===== src/rtl/core/utf8dec_pkg.sv =====
// Package for the UTF-8 to UTF-16 line decoder.
// Holds the request/response payload types, the decode result struct and the
// lead-byte and surrogate constants. No dependencies.
package utf8dec_pkg;

   localparam int CpWidth   = 31;
   localparam int LineWidth = 32;

   localparam logic [7:0] LeadTwo   = 8'h80;
   localparam logic [7:0] LeadThree = 8'hE0;
   localparam logic [7:0] LeadFour  = 8'hF0;
   localparam logic [7:0] LeadFive  = 8'hF8;
   localparam logic [7:0] LeadSix   = 8'hFC;
   localparam logic [5:0] ContMask  = 6'h3F;

   localparam logic [CpWidth-1:0] NewlineCp = CpWidth'(8'h0A);
   localparam logic [CpWidth-1:0] PlaneOne  = CpWidth'(32'h0001_0000);
   localparam logic [15:0]        HighSurr  = 16'hD800;
   localparam logic [15:0]        LowSurr   = 16'hDC00;

   typedef struct packed {
      logic [7:0] data_byte;
      logic       final_byte;
   } req_type;

   typedef struct packed {
      logic [15:0]          code_unit;
      logic                 unit_valid;
      logic                 line_end;
      logic [LineWidth-1:0] line_number;
      logic                 last_of_run;
   } rsp_type;

   // Up to two responses caused by one request.
   typedef struct packed {
      logic [1:0] num;
      rsp_type    first;
      rsp_type    second;
   } dec_out_type;

endpackage


===== src/rtl/core/utf8dec_decode.sv =====
// Sequence assembler and UTF-16 encoder of the line decoder.
// Holds the partial codepoint, pending byte count and line counter.
// Depends on utf8dec_pkg.
module utf8dec_decode (
   input  logic                  clock,
   input  logic                  reset,
   input  logic                  accept,
   input  utf8dec_pkg::req_type  req,
   output utf8dec_pkg::dec_out_type res
);
   import utf8dec_pkg::*;

   logic [CpWidth-1:0]   partial_ff, partial_in;
   logic [2:0]           remain_ff, remain_in;
   logic [LineWidth-1:0] lines_ff, lines_in;

   logic [CpWidth-1:0]   cp;
   logic [2:0]           remain_nx;
   logic                 complete;
   logic                 is_newline;
   logic                 is_pair;
   logic                 count_line;
   logic [LineWidth-1:0] lines_inc;
   logic [CpWidth-1:0]   base;
   logic [7:0]           b;

   assign b = req.data_byte;

   always_comb begin
      if (remain_ff != 3'd0) begin
         cp        = {partial_ff[CpWidth-7:0], b[5:0] & ContMask};
         remain_nx = remain_ff - 3'd1;
      end else if (b < LeadTwo) begin
         cp        = CpWidth'(b[6:0]);
         remain_nx = 3'd0;
      end else if (b < LeadThree) begin
         cp        = CpWidth'(b[4:0]);
         remain_nx = 3'd1;
      end else if (b < LeadFour) begin
         cp        = CpWidth'(b[3:0]);
         remain_nx = 3'd2;
      end else if (b < LeadFive) begin
         cp        = CpWidth'(b[2:0]);
         remain_nx = 3'd3;
      end else if (b < LeadSix) begin
         cp        = CpWidth'(b[1:0]);
         remain_nx = 3'd4;
      end else begin
         cp        = CpWidth'(b[0]);
         remain_nx = 3'd5;
      end
   end

   assign complete   = (remain_nx == 3'd0);
   assign is_newline = (cp == NewlineCp);
   assign is_pair    = !is_newline && (cp >= PlaneOne);
   assign count_line = complete && (is_newline || req.final_byte);
   assign lines_inc  = (lines_ff == '1) ? lines_ff : lines_ff + LineWidth'(1);
   assign lines_in   = count_line ? lines_inc : lines_ff;
   assign base       = cp - PlaneOne;

   always_comb begin
      if (complete || req.final_byte) begin
         partial_in = '0;
         remain_in  = 3'd0;
      end else begin
         partial_in = cp;
         remain_in  = remain_nx;
      end
   end

   always_comb begin
      res = '0;
      if (complete) begin
         if (is_newline) begin
            res.num                = 2'd1;
            res.first.line_end     = 1'b1;
            res.first.line_number  = lines_in;
            res.first.last_of_run  = 1'b1;
         end else if (!is_pair) begin
            res.num                = 2'd1;
            res.first.code_unit    = cp[15:0];
            res.first.unit_valid   = 1'b1;
            res.first.line_end     = req.final_byte;
            res.first.line_number  = lines_in;
            res.first.last_of_run  = 1'b1;
         end else begin
            res.num                = 2'd2;
            res.first.code_unit    = HighSurr | {6'd0, base[19:10]};
            res.first.unit_valid   = 1'b1;
            res.first.line_number  = lines_ff;
            res.second.code_unit   = LowSurr | {6'd0, base[9:0]};
            res.second.unit_valid  = 1'b1;
            res.second.line_end    = req.final_byte;
            res.second.line_number = lines_in;
            res.second.last_of_run = 1'b1;
         end
      end
   end

   always_ff @(posedge clock) begin
      if (reset) begin
         partial_ff <= '0;
         remain_ff  <= 3'd0;
         lines_ff   <= '0;
      end else if (accept) begin
         partial_ff <= partial_in;
         remain_ff  <= remain_in;
         lines_ff   <= lines_in;
      end
   end

endmodule


===== src/rtl/core/utf8dec_outq.sv =====
// Four-entry response queue of the line decoder; takes up to two responses
// per cycle and hands out one while rsp_stall is low. Depends on utf8dec_pkg.
module utf8dec_outq (
   input  logic                      clock,
   input  logic                      reset,
   input  logic                      push,
   input  utf8dec_pkg::dec_out_type  res,
   output logic                      full,
   output logic                      rsp_valid,
   input  logic                      rsp_stall,
   output utf8dec_pkg::rsp_type      rsp_data
);
   import utf8dec_pkg::*;

   rsp_type    mem_ff [4];
   logic [1:0] wr_ptr_ff, wr_ptr_in;
   logic [1:0] rd_ptr_ff, rd_ptr_in;
   logic [2:0] count_ff, count_in;
   logic [1:0] n_push;
   logic       pop;

   assign n_push    = push ? res.num : 2'd0;
   assign pop       = rsp_valid && !rsp_stall;
   assign rsp_valid = (count_ff != 3'd0);
   assign rsp_data  = mem_ff[rd_ptr_ff];
   // room for two more entries required before a request is taken
   assign full      = (count_ff > 3'd2);

   assign wr_ptr_in = wr_ptr_ff + n_push;
   assign rd_ptr_in = rd_ptr_ff + {1'b0, pop};
   assign count_in  = count_ff + {1'b0, n_push} - {2'd0, pop};

   always_ff @(posedge clock) begin
      if (n_push != 2'd0) begin
         mem_ff[wr_ptr_ff] <= res.first;
      end
      if (n_push == 2'd2) begin
         mem_ff[wr_ptr_ff + 2'd1] <= res.second;
      end
   end

   always_ff @(posedge clock) begin
      if (reset) begin
         wr_ptr_ff <= 2'd0;
         rd_ptr_ff <= 2'd0;
         count_ff  <= 3'd0;
      end else begin
         wr_ptr_ff <= wr_ptr_in;
         rd_ptr_ff <= rd_ptr_in;
         count_ff  <= count_in;
      end
   end

endmodule


===== src/rtl/core/utf8_to_utf16_line_decoder.sv =====
// UTF-8 to UTF-16 line decoder, top level. Takes one byte per request and
// returns UTF-16 units, newline markers and line counts. Uses utf8dec_pkg,
// utf8dec_decode and utf8dec_outq.
//
// A request is decoded in the cycle it is accepted and its responses are
// registered in a four-entry response queue that drives rsp_. One request
// can be accepted every cycle while the queue holds at most two entries; a
// request yields zero, one or two responses (two for a surrogate pair), and
// the queue drains one response per cycle while rsp_stall is low, so sustained
// throughput is one request per cycle unless pairs or rsp_stall back up the queue.
// Bytes of an incomplete sequence produce no response; a sequence cut short
// by the final byte is dropped. The line counter saturates at all ones.
module utf8_to_utf16_line_decoder (
   input  logic                 clock,
   input  logic                 reset,
   input  logic                 req_valid,
   output logic                 req_stall,
   input  utf8dec_pkg::req_type req_data,
   output logic                 rsp_valid,
   input  logic                 rsp_stall,
   output utf8dec_pkg::rsp_type rsp_data
);
   import utf8dec_pkg::*;

   dec_out_type res;
   logic        full;
   logic        accept;

   assign req_stall = full;
   assign accept    = req_valid && !full;

   utf8dec_decode u_decode (
      .clock  (clock),
      .reset  (reset),
      .accept (accept),
      .req    (req_data),
      .res    (res)
   );

   utf8dec_outq u_outq (
      .clock     (clock),
      .reset     (reset),
      .push      (accept),
      .res       (res),
      .full      (full),
      .rsp_valid (rsp_valid),
      .rsp_stall (rsp_stall),
      .rsp_data  (rsp_data)
   );

endmodule

===== config.mk =====
export PLATFORM = sky130hd
export DESIGN_NAME = utf8_to_utf16_line_decoder
export DESIGN_NICKNAME = d
export VERILOG_FILES = /design/src/rtl/core/utf8dec_pkg.sv /design/src/rtl/core/utf8dec_decode.sv /design/src/rtl/core/utf8dec_outq.sv /design/src/rtl/core/utf8_to_utf16_line_decoder.sv
export SDC_FILE = /design/constraint.sdc
export NUM_CORES = 1
export LEC_CHECK = 0
export BUFFER_PORTS_ARGS = -buffer_cell sky130_fd_sc_hd__buf_2
export CORE_MARGIN = 2
export CORE_UTILIZATION = 60
export CTS_CLUSTER_SIZE = 24
export DETAILED_ROUTE_END_ITERATION = 7
export HOLD_SLACK_MARGIN = 0.08
export PLACE_DENSITY = 0.78
export SLEW_MARGIN = 20
export SYNTH_ARGS = -nofsm -noshare
export SYNTH_HDL_FRONTEND = slang
export SYNTH_SLANG_ARGS = --single-unit
export TNS_END_PERCENT = 10

===== constraint.sdc =====
create_clock -name clock -period 6.2 [get_ports clock]
set_clock_uncertainty 0.05 [all_clocks]
set_input_delay 1.55 -clock clock [delete_from_list [all_inputs] [get_ports clock]]
set_output_delay 1.55 -clock clock [all_outputs]
set_load 0.02 [all_outputs]

# ---- Yosys cells after proc, flatten, opt, wreduce, memory -nomap -nowiden
# Memory sizes are Yosys's and may differ from the RTL's. A register that Yosys moved wholly into a read port is not among the register bits.
# Cells that the tools add are included.
dict set report word_totals {
  regBits 67
  latch_bits 0
  ram_bits 204
  mem_bits_ro 0
  out_inout_bits 53
  elab_cells 70
  n_memories 1
}
dict set report classes {
  addsub 8
  n_mul 0
  div_mod_pow 0
  n_lt_le_gt_ge 7
  n_eq_ne 3
  shifts 0
  mux 32
  bitwise 0
  n_reduce_logical 13
}
# name words word_bits read_ports rd_clocked_by_memory_dff write_ports line
set memory_table {}
lappend memory_table {u_outq.mem_ff 4 51 1 1 2 utf8dec_outq.sv:15} ;# rsp_type mem_ff [4];
# cell n
set op_table {}
lappend op_table {{$mux W31} 5}
lappend op_table {{$mux W104} 1}
lappend op_table {{$mux W51} 2}
lappend op_table {{$mux W32} 3}
lappend op_table {{$lt A8 B8 Y1 const B} 5}
lappend op_table {{$mux W34} 1}
lappend op_table {{$add A32 B1 Y32 const B} 1}
lappend op_table {{$eq A32 B32 Y1 const B} 1}
lappend op_table {{$eq A31 B4 Y1 const B} 1}
lappend op_table {{$ge A31 B17 Y1 const B} 1}
lappend op_table {{$mux W25} 1}
lappend op_table {{$sub A20 B17 Y20 const B} 1}
lappend op_table {{$mux W19} 1}
lappend op_table {{$mux W3} 6}
lappend op_table {{$mux W17} 1}
lappend op_table {{$mux W2} 4}
lappend op_table {{$mux W1} 7}
lappend op_table {{$reduce_bool A3 Y1} 2}
lappend op_table {{$logic_and A1 B1 Y1} 4}
lappend op_table {{$add A3 B2 Y3} 1}
lappend op_table {{$gt A3 B2 Y1 const B} 1}
lappend op_table {{$logic_not A1 Y1} 3}
lappend op_table {{$logic_not A3 Y1} 1}
lappend op_table {{$sub A3 B1 Y3} 1}
lappend op_table {{7 further kinds} 8}

# ---- Longest topological paths before layout
# Gate-level depths: netlist of the first run.
dict set report depth {
  word_depth 18
  mapped_depth 20
  depth_no_buf 17
}

# ---- Modules after synthesis
# From an unflattened synthesis of the first run, not the netlist that was laid out.
dict set report unflattened {
  hier_cells 1332
  area_unflattened_um2 16002.8
}
# module n_inst cells_per_inst area_each_um2 seq_area_each_um2
set modules_own_cells {}
lappend modules_own_cells {utf8dec_outq 1 550 10496.3 6266.0}
lappend modules_own_cells {utf8dec_decode 1 781 5492.8 1201.2}
lappend modules_own_cells {utf8_to_utf16_line_decoder 1 1 13.8 0.0}

# ---- Least setup slack after synthesis of the first run
# OpenSTA, ideal clock, no wires.
dict set report synth_timing {
  kind {input to register}
  from {input port req_data[6] (netlist bit)}
  to {memory u_outq.mem_ff[1][0] (netlist bit), enable pin}
  arrival_ns 4.337
  setup_slack_ns 1.409
  stages 9
  path_buffers 2
  path_cell_list {or4_1 nor4_2 o2111ai_2 buf_6 o21a_4 nor2_1 buf_2 o21ai_1 inv_1}
}
# item line
set synth_rtl {}
lappend synth_rtl {{start: declaration} utf8_to_utf16_line_decoder.sv:18} ;# input utf8dec_pkg::req_type req_data,
lappend synth_rtl {{end: declaration} utf8dec_outq.sv:15}

==> run_results.csv, run 1 <==
group,metric,value,unit
synthesis,synthesis.area,0.0142,mm^2
power_and_ir_drop,leakage,5.07,nW
cts,hold_buffers,0,
final_layout,antenna_cells,0,
final_layout,syn2layout_area_growth,9.86,%
drt,drc,0,
final_layout,nNetsFinal,1361,
placed_design,pre_cts_ws,0.904,ns
synthesis,netlist_instances,1322,
grt,grt_pass1_vias,11100,
critical_path,startpoint_type,"input port",
synthesis,ys_seq_area_frac,0.525,
floorplanning,die_h,158,um
floorplanning,start_util,0.607,
synthesis,synth_top_family_by_area,"compound AO/OA/AOI/OAI gates",
power_and_ir_drop,irDropWorstVdd,342,uV
sta,fmax,0.191,GHz
floorplanning,ios,66,
power_and_ir_drop,power_density,306,mW/mm^2
synthesis,synth_commonest_cells,"edfxtp_1, o21ai_0, nor2_1",
synthesis,yosysTopAreaCellShare,0.424,
critical_path,crit_type,"in -> reg",
placed_design,hpwlAfterDp,25.0,mm
synthesis,synth.area.top_cells,"edfxtp_1, dfxtp_1, mux4_2",
floorplanning,num_rows,56,
cts,clock_sinks,271,
drt,drt-initial-drc-count,1642,
outcome,status,"finished, final reports clean",
min_path,worstHoldPathType,"reg -> reg",
critical_path,critical_path.cell_chain,"buf_2 -> or4_1 -> nor4_2 -> o2111ai_2 -> o21ai_2 -> nor2_2 -> nor2_1 -> clkinv_2 -> buf_4",
final_layout,fin_util,0.666,
grt,antenna_found_initial,0,
synthesis,synth_edf_count,200,
synthesis,yosys_warnings,0,
sta,setup_slack,0.955,ns
synthesis,synth_nets,1346,
floorplanning,die_area,0.0248,mm^2
sta,drv_slew,0,
final_layout,post_route_cells_drive_above_1_share,0.166,
synthesis,async_flop_share,0,
drt,vias_per_cell,6.91,
sta,period_minus_slack,5.24,ns
placed_design,numPortBuffers,65,
synthesis,ys.flop_type,"edfxtp_1",
grt,grt_util_met2,0.510,
floorplanning,die_w,158,um
sta,maxSlewHeadroom,0.207,
cts,cts_inserted_buffers,28,
critical_path,end_kind,"flop",
cts,cts-root-buf,"clkbuf_16",
final_layout,multi_input_area,0.00614,mm^2
drt,num_vias,11600,
cts,cts.path.max_buffers,3,
drt,first_pass_iters,8,
synthesis,synth_compound_area_frac,0.166,
synthesis,synth-simple-area-share,0.148,
cts,clock_latency,0.56,ns
synthesis,synth_fa_ha_area_frac,0.0103,
sta,rsz0062_at_grt,"false",
synthesis,synth_area_per_cell,10.7,um^2
drt,detail_route.wirelength,40.0,mm
sta,max_slew.worst_pin.slew,1.18,ns
synthesis,synth_largest_area_cell,"edfxtp_1",
grt,grt_use_met1,0.455,
grt,met3_usage,0.0616,
placed_design,routabilityCongestion,0.935,
critical_path,cp_data_arrival_time,5.49,ns
synthesis,ys_ff_latch,271,
critical_path,critical_path_required,6.45,ns
cts,ctsResizeCount,0,
synthesis,synth.area.mux_share,0.0827,
critical_path,cp_max_fo,42,
drt,drtAntennaViolNets,0,
flow_run,drv_cap,0,
grt,grt.busiest_layer,"met2",
critical_path,crit_path_top_delay_cell,"clkinv_2",
grt,grt_use_total,0.326,
final_layout,register_area,0.00743,mm^2
final_layout,fill_cells,1757,
drt,wl_per_cell,23.9,um
grt,grt_max_degree,68,
sta,hold_viol,0,
critical_path,regToRegSetupSlack,1.11,ns
grt,grt_first_pass_wirelength,62.2,mm
synthesis,synth-xor-area-share,0.0254,
cts,cts_max_level,1,
critical_path,worst_path_largest_cell_delay,0.90,ns
cts,path_clk_slew,0.06,ns
cts,post_cts_buffers,0,
synthesis,synth.distinct_cells,71,
grt,grt.overflow.total,0,
sta,setup_violations,0,
synthesis,yosysMostFrequentCell,"edfxtp_1",
sta,tns,0,ns
sta,hold_slack,0.404,ns
cts,cts_tree,"built",
sta,finalCritPeriodShare,0.846,
floorplanning,core_area,0.0233,mm^2
==> logic make-up after synthesis <==
| group | Yosys count |
|---|---|
| multiplexers | 53 |
| flip-flops | 271 |
| XOR/XNOR | 41 |
| AO/OA/AOI/OAI | 380 |
| buffers and inverters | 149 |
| adder cells (fa/ha/maj) | 11 |
| AND/OR/NAND/NOR | 417 |
==> final cells by class <==
cell class	count	area share
Sequential cell	271	0.478
Timing Repair Buffer	92	0.0348
Inverter	42	0.0102
Clock buffer	42	0.0517
Clock inverter	9	0.00499
Multi-Input combinational cell	902	0.395
Tap cell	319	0.0257
==> report_power, final <==
part,total (mW),switching [mW],internal [mW]
registers,2.14,0.119,2.02
logic,0.995,0.598,0.397
clock network,1.63,0.697,0.932
==> cells in the final DEF, fill, tap and decap left out, types with 27 or more instances in the layout <==
cell	instances
xnor2_1	32
nand3_1	35
buf_2	65
clkbuf_16	28
nand2_1	103
o22ai_1	74
edfxtp_1	200
nor2_1	112
inv_1	35
nor3_1	27
mux4_2	51
o21ai_0	122
a21oi_1	70
dfxtp_1	69
==> critical path, delay by kind of cell <==
kind	cells	cell delay, ns
buffers and inverters	3	1.53
AOI/OAI and AO/OA	2	1.11
and+or+nand+nor	4	1.27
==> metal layers <==
metal | vias to the layer above | wire (um)
met2 | 839 | 18400
li1 | 5093 | -
met4 | 0 | 1580
met3 | 131 | 4760
met1 | 5521 | 15200
met5 | - | 0
==> worst paths after layout <==
check,start,end,depth (start not counted)
worst max-delay path,req_data[6],u_outq.mem_ff[2][36],9
worst min-delay path,u_decode.remain_ff[2],u_decode.remain_ff[2],2
worst max register to register,u_decode.remain_ff[0],u_outq.mem_ff[2][36],12
worst min register to register,u_decode.remain_ff[2],u_decode.remain_ff[2],2
==> sequential cells by signal, indices dropped and copies added, names as in the netlist <==
| signal | count |
|---|---|
| u_outq.rd_ptr_ff | 2 |
| u_decode.remain_ff | 3 |
| u_outq.mem_ff | 204 |
| u_outq.count_ff | 3 |
| u_outq.wr_ptr_ff | 2 |
| u_decode.lines_ff | 32 |
| u_decode.partial_ff | 25 |
==> stage by stage <==
stage                     power, mW  cell area (um^2)  instances
after floorplan                2.85             14200       1322
after global placement         3.15             14700       1626
after detailed placement       3.16             14700       1626
after CTS                      4.76             15500       1677
after global routing           4.92             15500       1677
final                          4.76             15500       1677
Note: power is estimated with default switching activity, not from simulation.
==> inputs of run 2 (changes only) <==
--- a/config.mk
+++ b/config.mk
@@ -7,11 +7,11 @@
 export LEC_CHECK = 0
 export BUFFER_PORTS_ARGS = -buffer_cell sky130_fd_sc_hd__buf_2
 export CORE_MARGIN = 2
-export CORE_UTILIZATION = 60
+export CORE_UTILIZATION = 56
 export CTS_CLUSTER_SIZE = 24
 export DETAILED_ROUTE_END_ITERATION = 7
 export HOLD_SLACK_MARGIN = 0.08
-export PLACE_DENSITY = 0.78
+export PLACE_DENSITY = 0.77
 export SLEW_MARGIN = 20
 export SYNTH_ARGS = -nofsm -noshare
 export SYNTH_HDL_FRONTEND = slang
==> constraint.sdc (replaced) <==
create_clock -name clock -period 4.7 [get_ports clock]
set_clock_uncertainty 0.05 [all_clocks]
set_input_delay 1.175 -clock clock [delete_from_list [all_inputs] [get_ports clock]]
set_output_delay 1.175 -clock clock [all_outputs]
set_load 0.02 [all_outputs]
==> run 2 against run 1 <==
Compared with the run above:
- first-iteration DRC count decreased by 12%
- global-route usage shrank 2.4 points
- count of clock-buffer cells in the layout decreased by 6
==> run_results.csv, run 2 (synthesis results as in run 1) <==
group,metric,value,unit
floorplanning,die_area,0.0266,mm^2
cts,cts.path.max_buffers,3,
cts,path_clk_slew,0.06,ns
critical_path,regToRegSetupSlack,0.65,ns
drt,wl_per_cell,23.4,um
power_and_ir_drop,netSwitchingFraction,0.292,
cts,hold_buffers,0,
cts,clock_sinks,271,
drt,drtAntennaViolNets,0,
power_and_ir_drop,intPower,4.54,mW
outcome,status,"finished, final reports clean",
critical_path,startpoint_type,"flop",
critical_path,reg2regPathDepth,14,
sta,finalCritPeriodShare,0.862,
final_layout,nNetsFinal,1388,
drt,num_vias,11700,
sta,tns,0,ns
power_and_ir_drop,p_clk_frac,0.351,
grt,grt_use_total,0.302,
critical_path,crit_type,"reg -> reg",
floorplanning,die_w,163,um
final_layout,antenna_cells,0,
floorplanning,num_rows,58,
cts,ctsResizeCount,0,
final_layout,layout_common_cells,"edfxtp_1, o21ai_0, nor2_1",
critical_path,cp_data_arrival_time,4.40,ns
placed_design,routabilityCongestion,0.912,
sta,hold_viol,0,
final_layout,layout.cells.most_common,"edfxtp_1",
drt,first_pass_iters,5,
drt,drt-initial-drc-count,1437,
placed_design,hpwlAfterDp,25.8,mm
sta,drv_slew,0,
floorplanning,ios,66,
critical_path,timing.rr.end,"u_outq.count_ff[2]",
cts,post_cts_buffers,0,
grt,grt.overflow.total,0,
critical_path,end_kind,"flop",
final_layout,top_regs,"u_outq.mem_ff (204), u_decode.lines_ff (32), u_decode.partial_ff (25)",
power_and_ir_drop,power,6.41,mW
power_and_ir_drop,power_density,404,mW/mm^2
cts,cts-root-buf,"clkbuf_16",
power_and_ir_drop,seqPwrFrac,0.437,
floorplanning,start_util,0.567,
sta,rsz0062_at_grt,"false",
floorplanning,die_h,163,um
grt,grt_max_degree,51,
power_and_ir_drop,irDropWorstVdd,292,uV
power_and_ir_drop,leakage,5.24,nW
floorplanning,core_area,0.0250,mm^2
flow_run,drv_cap,0,
cts,cts_inserted_buffers,28,
power_and_ir_drop,comb_power_share,0.212,
final_layout,largest_register_ffs,204,
sta,max_slew.worst_pin.slew,0.912,ns
grt,grt_pass1_vias,11300,
drt,vias_per_cell,6.80,
critical_path,cp_max_fo,15,
critical_path,critical_path_required,5.04,ns
min_path,hp-start,"u_decode.remain_ff[2]",
grt,antenna_found_initial,0,
grt,grt_first_pass_wirelength,62.3,mm
cts,clock_latency,0.56,ns
power_and_ir_drop,power.switching,1.87,mW
final_layout,syn2layout_area_growth,12.2,%
placed_design,numPortBuffers,65,
final_layout,post_route_cells_drive_above_1_share,0.183,
sta,fmax,0.247,GHz
min_path,worstHoldPathType,"reg -> reg",
drt,drc,0,
min_path,hold_end,"u_decode.remain_ff[2]",
final_layout,largest_register,"u_outq.mem_ff",
final_layout,fin_util,0.636,
cts,cts_max_level,1,
drt,detail_route.wirelength,40.1,mm
sta,setup_violations,0,
cts,cts_tree,"built",
sta,period_minus_slack,4.05,ns
min_path,hold_depth,2,
critical_path,reg2reg_from,"u_decode.remain_ff[0]",
sta,hold_slack,0.423,ns
sta,maxSlewHeadroom,0.392,
## run 2: changes by cell type in the layout (fill, tap and decap cells not counted)
cell / delta
clkbuf_8: -2
clkinv_1: +3
clkbuf_16: +1
buf_16: +1
buf_12: +4
inv_2: +1
bufinv_16: +2
nor3_1: +1
clkinv_8: -1
clkbuf_1: -5
buf_4: +22
clkinv_2: +2
nor3_2: -1
## run 2: worst max path at each step
stage | cells after the start | end | slack, ns | startpoint
after floorplan | 9 | u_outq.mem_ff[1][0] | 0.28 | req_data[6]
after global placement | 12 | u_outq.count_ff[2] | 0.54 | req_data[6]
after detailed placement | 12 | u_outq.count_ff[2] | 0.47 | req_data[6]
after CTS | 14 | u_outq.count_ff[2] | 0.74 | u_decode.remain_ff[0]
after global routing | 14 | u_outq.count_ff[2] | 0.39 | u_decode.remain_ff[0]
final | 14 | u_outq.count_ff[2] | 0.65 | u_decode.remain_ff[0]
## run 2: critical path: stages, from the launching register on
cell and delay, ns:
dfxtp_1 0.33, inv_1 0.06, ha_1 0.14, ha_1 0.46, nand4_1 0.37, o21ai_0 0.40
nand3_1 0.25, o21a_4 0.36, nor2_1 0.20, nand3_1 0.10, ha_1 0.32, fa_1 0.43
xnor2_1 0.19, xnor2_1 0.16, nor2_1 0.06
## run 2: layout make-up
type | instances | area [um^2]
clock inverter | 16 | 148
fill | 1944 | 9090
sequential | 271 | 7430
clock buffer | 36 | 782
tap | 330 | 413
inverter | 42 | 158
timing repair buffer | 119 | 813
multi-input combinational | 902 | 6130
## run 2: through the flow
stage | std cells | cell area, um^2 | worst slack, ns
floorplan | 1322 | 14200 | 0.284
global placement | 1663 | 14900 | 0.540
detailed placement | 1663 | 14900 | 0.467
CTS | 1715 | 15800 | 0.744
global route | 1716 | 15900 | 0.391
finish | 1716 | 15900 | 0.650
## run 2: per-layer routing
layer  vias up  global-route usage  part of all wire
met5         -                   0                 0
met4         0               0.128             0.042
met3       158              0.0604              0.12
met2       813               0.490              0.47
met1      5561               0.400              0.37
li1       5131                   -                 -
## run 2: power by group through the flow
stage	combinational (mW)	clock (mW)	sequential, mW
2_1_floorplan	1.02	0	2.74
3_3_place_gp	1.34	0	2.84
3_5_place_dp	1.35	0	2.85
4_1_cts	1.36	2.26	2.80
5_1_grt	1.45	2.35	2.82
6_report	1.36	2.25	2.80
==> inputs of run 3 (changes only) <==
--- a/config.mk
+++ b/config.mk
@@ -6,14 +6,15 @@
 export NUM_CORES = 1
 export LEC_CHECK = 0
 export BUFFER_PORTS_ARGS = -buffer_cell sky130_fd_sc_hd__buf_2
+export CAP_MARGIN = 25
 export CORE_MARGIN = 2
-export CORE_UTILIZATION = 56
-export CTS_CLUSTER_SIZE = 24
+export CORE_UTILIZATION = 57
 export DETAILED_ROUTE_END_ITERATION = 7
 export HOLD_SLACK_MARGIN = 0.08
 export PLACE_DENSITY = 0.77
 export SLEW_MARGIN = 20
 export SYNTH_ARGS = -nofsm -noshare
 export SYNTH_HDL_FRONTEND = slang
+export SYNTH_HIERARCHICAL = 1
 export SYNTH_SLANG_ARGS = --single-unit
 export TNS_END_PERCENT = 10
==> run 3 against run 2 <==
Compared with the run above:
- routed wire length decreased by 2.6%
- combinational power about the same
- die area increased by 11%
- power increased by 1.7%
- hold slack got worse by 0.0035 ns
- utilization increased by 0.13 points
- final cell count increased by 1.3%
==> run_results.csv, run 3 <==
group,metric,value,unit
outcome,status,"finished, final reports clean",
cts,path_clk_slew,0.06,ns
placed_design,numPortBuffers,65,
sta,hold_viol,0,
critical_path,cpMostUsedCell,"ha_1",
cts,post_cts_buffers,0,
final_layout,syn2layout_area_growth,10.3,%
grt,grt_use_total,0.267,
synthesis,ys.flop_type,"edfxtp_1",
final_layout,post_route_cells_drive_above_1_share,0.322,
sta,max_slew.worst_pin.slew,0.980,ns
final_layout,fin_util,0.637,
drt,detail_route.wirelength,39.0,mm
placed_design,routabilityCongestion,0.909,
cts,hold_buffers,0,
final_layout,nNetsFinal,1362,
power_and_ir_drop,leakage,5.89,nW
final_layout,fill_cells,2031,
floorplanning,core_area,0.0277,mm^2
synthesis,async_flop_share,0,
synthesis,yosysMostFrequentCell,"edfxtp_1",
critical_path,crit_path_top_delay_cell,"fa_1",
drt,vias_per_cell,6.68,
cts,cts_tree,"built",
final_layout,layout_common_cells,"edfxtp_1, mux2_2, a21oi_1",
critical_path,cp_max_fo,23,
grt,grt_first_pass_wirelength,62.0,mm
sta,drv_slew,0,
drt,drt-initial-drc-count,1247,
critical_path,startpoint_type,"flop",
synthesis,synth_commonest_cells,"edfxtp_1, mux2_2, a21oi_1",
cts,clock_sinks,271,
floorplanning,ios,66,
final_layout,layout.cells.most_common,"edfxtp_1",
floorplanning,die_w,172,um
drt,num_vias,11600,
sta,fmax,0.229,GHz
power_and_ir_drop,irDropWorstVdd,250,uV
cts,cts.path.max_buffers,3,
synthesis,yosysTopAreaCellShare,0.383,
floorplanning,die_h,172,um
sta,setup_violations,0,
synthesis,synth.area.top_cells,"edfxtp_1, mux2_2, dfxtp_1",
synthesis,netlist_instances,1332,
synthesis,synthesis.area,0.0160,mm^2
critical_path,worst_path_largest_cell_delay,0.43,ns
critical_path,end_kind,"flop",
floorplanning,num_rows,61,
final_layout,top_regs,"u_outq/mem_ff (204), u_decode/lines_ff (32), u_decode/partial_ff (25)",
sta,maxSlewHeadroom,0.346,
cts,clock_latency,0.55,ns
drt,drtAntennaViolNets,0,
drt,first_pass_iters,6,
critical_path,cp_data_arrival_time,4.70,ns
power_and_ir_drop,power_density,369,mW/mm^2
sta,rsz0062_at_grt,"false",
final_layout,largest_register,"u_outq/mem_ff",
cts,cts_max_level,1,
min_path,worstHoldPathType,"reg -> reg",
final_layout,antenna_cells,0,
cts,cts-root-buf,"clkbuf_16",
grt,grt_max_degree,55,
synthesis,synth_largest_area_cell,"edfxtp_1",
synthesis,ys_ff_latch,271,
cts,ctsResizeCount,0,
synthesis,synth_edf_count,204,
synthesis,ys_seq_area_frac,0.467,
critical_path,critical_path.cell_chain,"inv_1 -> ha_1 -> ha_1 -> buf_4 -> nand4_4 -> buf_4 -> o21ai_1 -> or3_1 -> o21ai_2 -> inv_2 -> nand2_1 -> inv_2 -> nand2_4 -> ha_1 -> inv_1 -> fa_1 -> xor2_1 -> and2_1 -> nor3_1",
final_layout,largest_register_ffs,204,
synthesis,yosys_warnings,6,
floorplanning,die_area,0.0294,mm^2
grt,grt_pass1_vias,11100,
drt,wl_per_cell,22.4,um
critical_path,critical_path_required,5.03,ns
synthesis,synth_nets,1355,
cts,cts_inserted_buffers,28,
power_and_ir_drop,power,6.52,mW
grt,grt.overflow.total,0,
synthesis,synth.distinct_cells,87,
sta,period_minus_slack,4.36,ns
drt,drc,0,
flow_run,drv_cap,0,
placed_design,hpwlAfterDp,24.5,mm
floorplanning,start_util,0.578,
critical_path,crit_type,"reg -> reg",
synthesis,synth_area_per_cell,12.0,um^2
grt,antenna_found_initial,0,
sta,finalCritPeriodShare,0.928,
[run 3: critical path: cells and delay by family, from the launching register on]
kind            cells  cell delay (ns)
fa+ha+maj           4             1.10
flops               1             0.32
xor+xnor            1             0.19
buf+inv             6             1.10
compound gates      2             0.50
simple gates        6             0.91
[run 3: cells by family (layout without fill, tap and decap cells)]
group                    after synthesis  after routing  share of synthesized area
flip-flops                           271            271                      0.467
multiplexers                         278            278                      0.237
buffers and inverters                156            185                     0.0528
adder cells (fa/ha/maj)               10             10                    0.00829
AO/OA/AOI/OAI                        259            259                      0.110
XOR/XNOR                               4              4                    0.00219
AND/OR/NAND/NOR                      353            353                      0.123
other                                  1              1                   0.000234
[run 3: area by class of cell]
type	count	area (um^2)	share of cell area
flip-flops and latches	271	7470	0.423
clock buffers	39	793	0.0449
well taps	378	473	0.0268
repair buffers	110	851	0.0482
multi-input cells	905	7820	0.443
inverters	23	86.3	0.00489
clock inverters	13	164	0.00928
[run 3: worst paths after layout]
| check | slack, ns | from | cells past startpoint | endpoint |
|---|---|---|---|---|
| min reg2reg | 0.42 | u_decode/remain_ff[1] | 2 | u_decode/remain_ff[1] |
| min | 0.42 | u_decode/remain_ff[1] | 2 | u_decode/remain_ff[1] |
| max reg2reg | 0.34 | u_decode/remain_ff[0] | 19 | u_outq/count_ff[2] |
| max | 0.34 | u_decode/remain_ff[0] | 19 | u_outq/count_ff[2] |
[run 3: metrics by stage]
| stage | worst slack, ns | hold WS, ns | instances | area (um^2) | setup TNS (ns) |
|---|---|---|---|---|---|
| 2_1_floorplan | -0.0387 | 0.395 | 1332 | 16100 | -1.97 |
| 3_3_place_gp | 0.0900 | 0.405 | 1687 | 16700 | 0 |
| 3_5_place_dp | 0.0132 | 0.414 | 1687 | 16700 | 0 |
| 4_1_cts | 0.365 | 0.423 | 1739 | 17700 | 0 |
| 5_1_grt | 0.000378 | 0.454 | 1739 | 17700 | 0 |
| 6_report | 0.337 | 0.420 | 1739 | 17700 | 0 |
[run 3: report_power, final]
part,total [mW],internal (mW),switching [mW]
registers,2.82,2.68,0.136
clock network,2.31,1.39,0.921
logic,1.39,0.582,0.809
total,6.52,4.66,1.87
[run 3: metal layers]
layer | part of all wire | track usage | vias to the layer above
li1 | - | - | 5261
met1 | 0.42 | 0.378 | 5717
met2 | 0.47 | 0.432 | 555
met3 | 0.081 | 0.0341 | 84
met4 | 0.023 | 0.0777 | 0
met5 | 0 | 0 | -
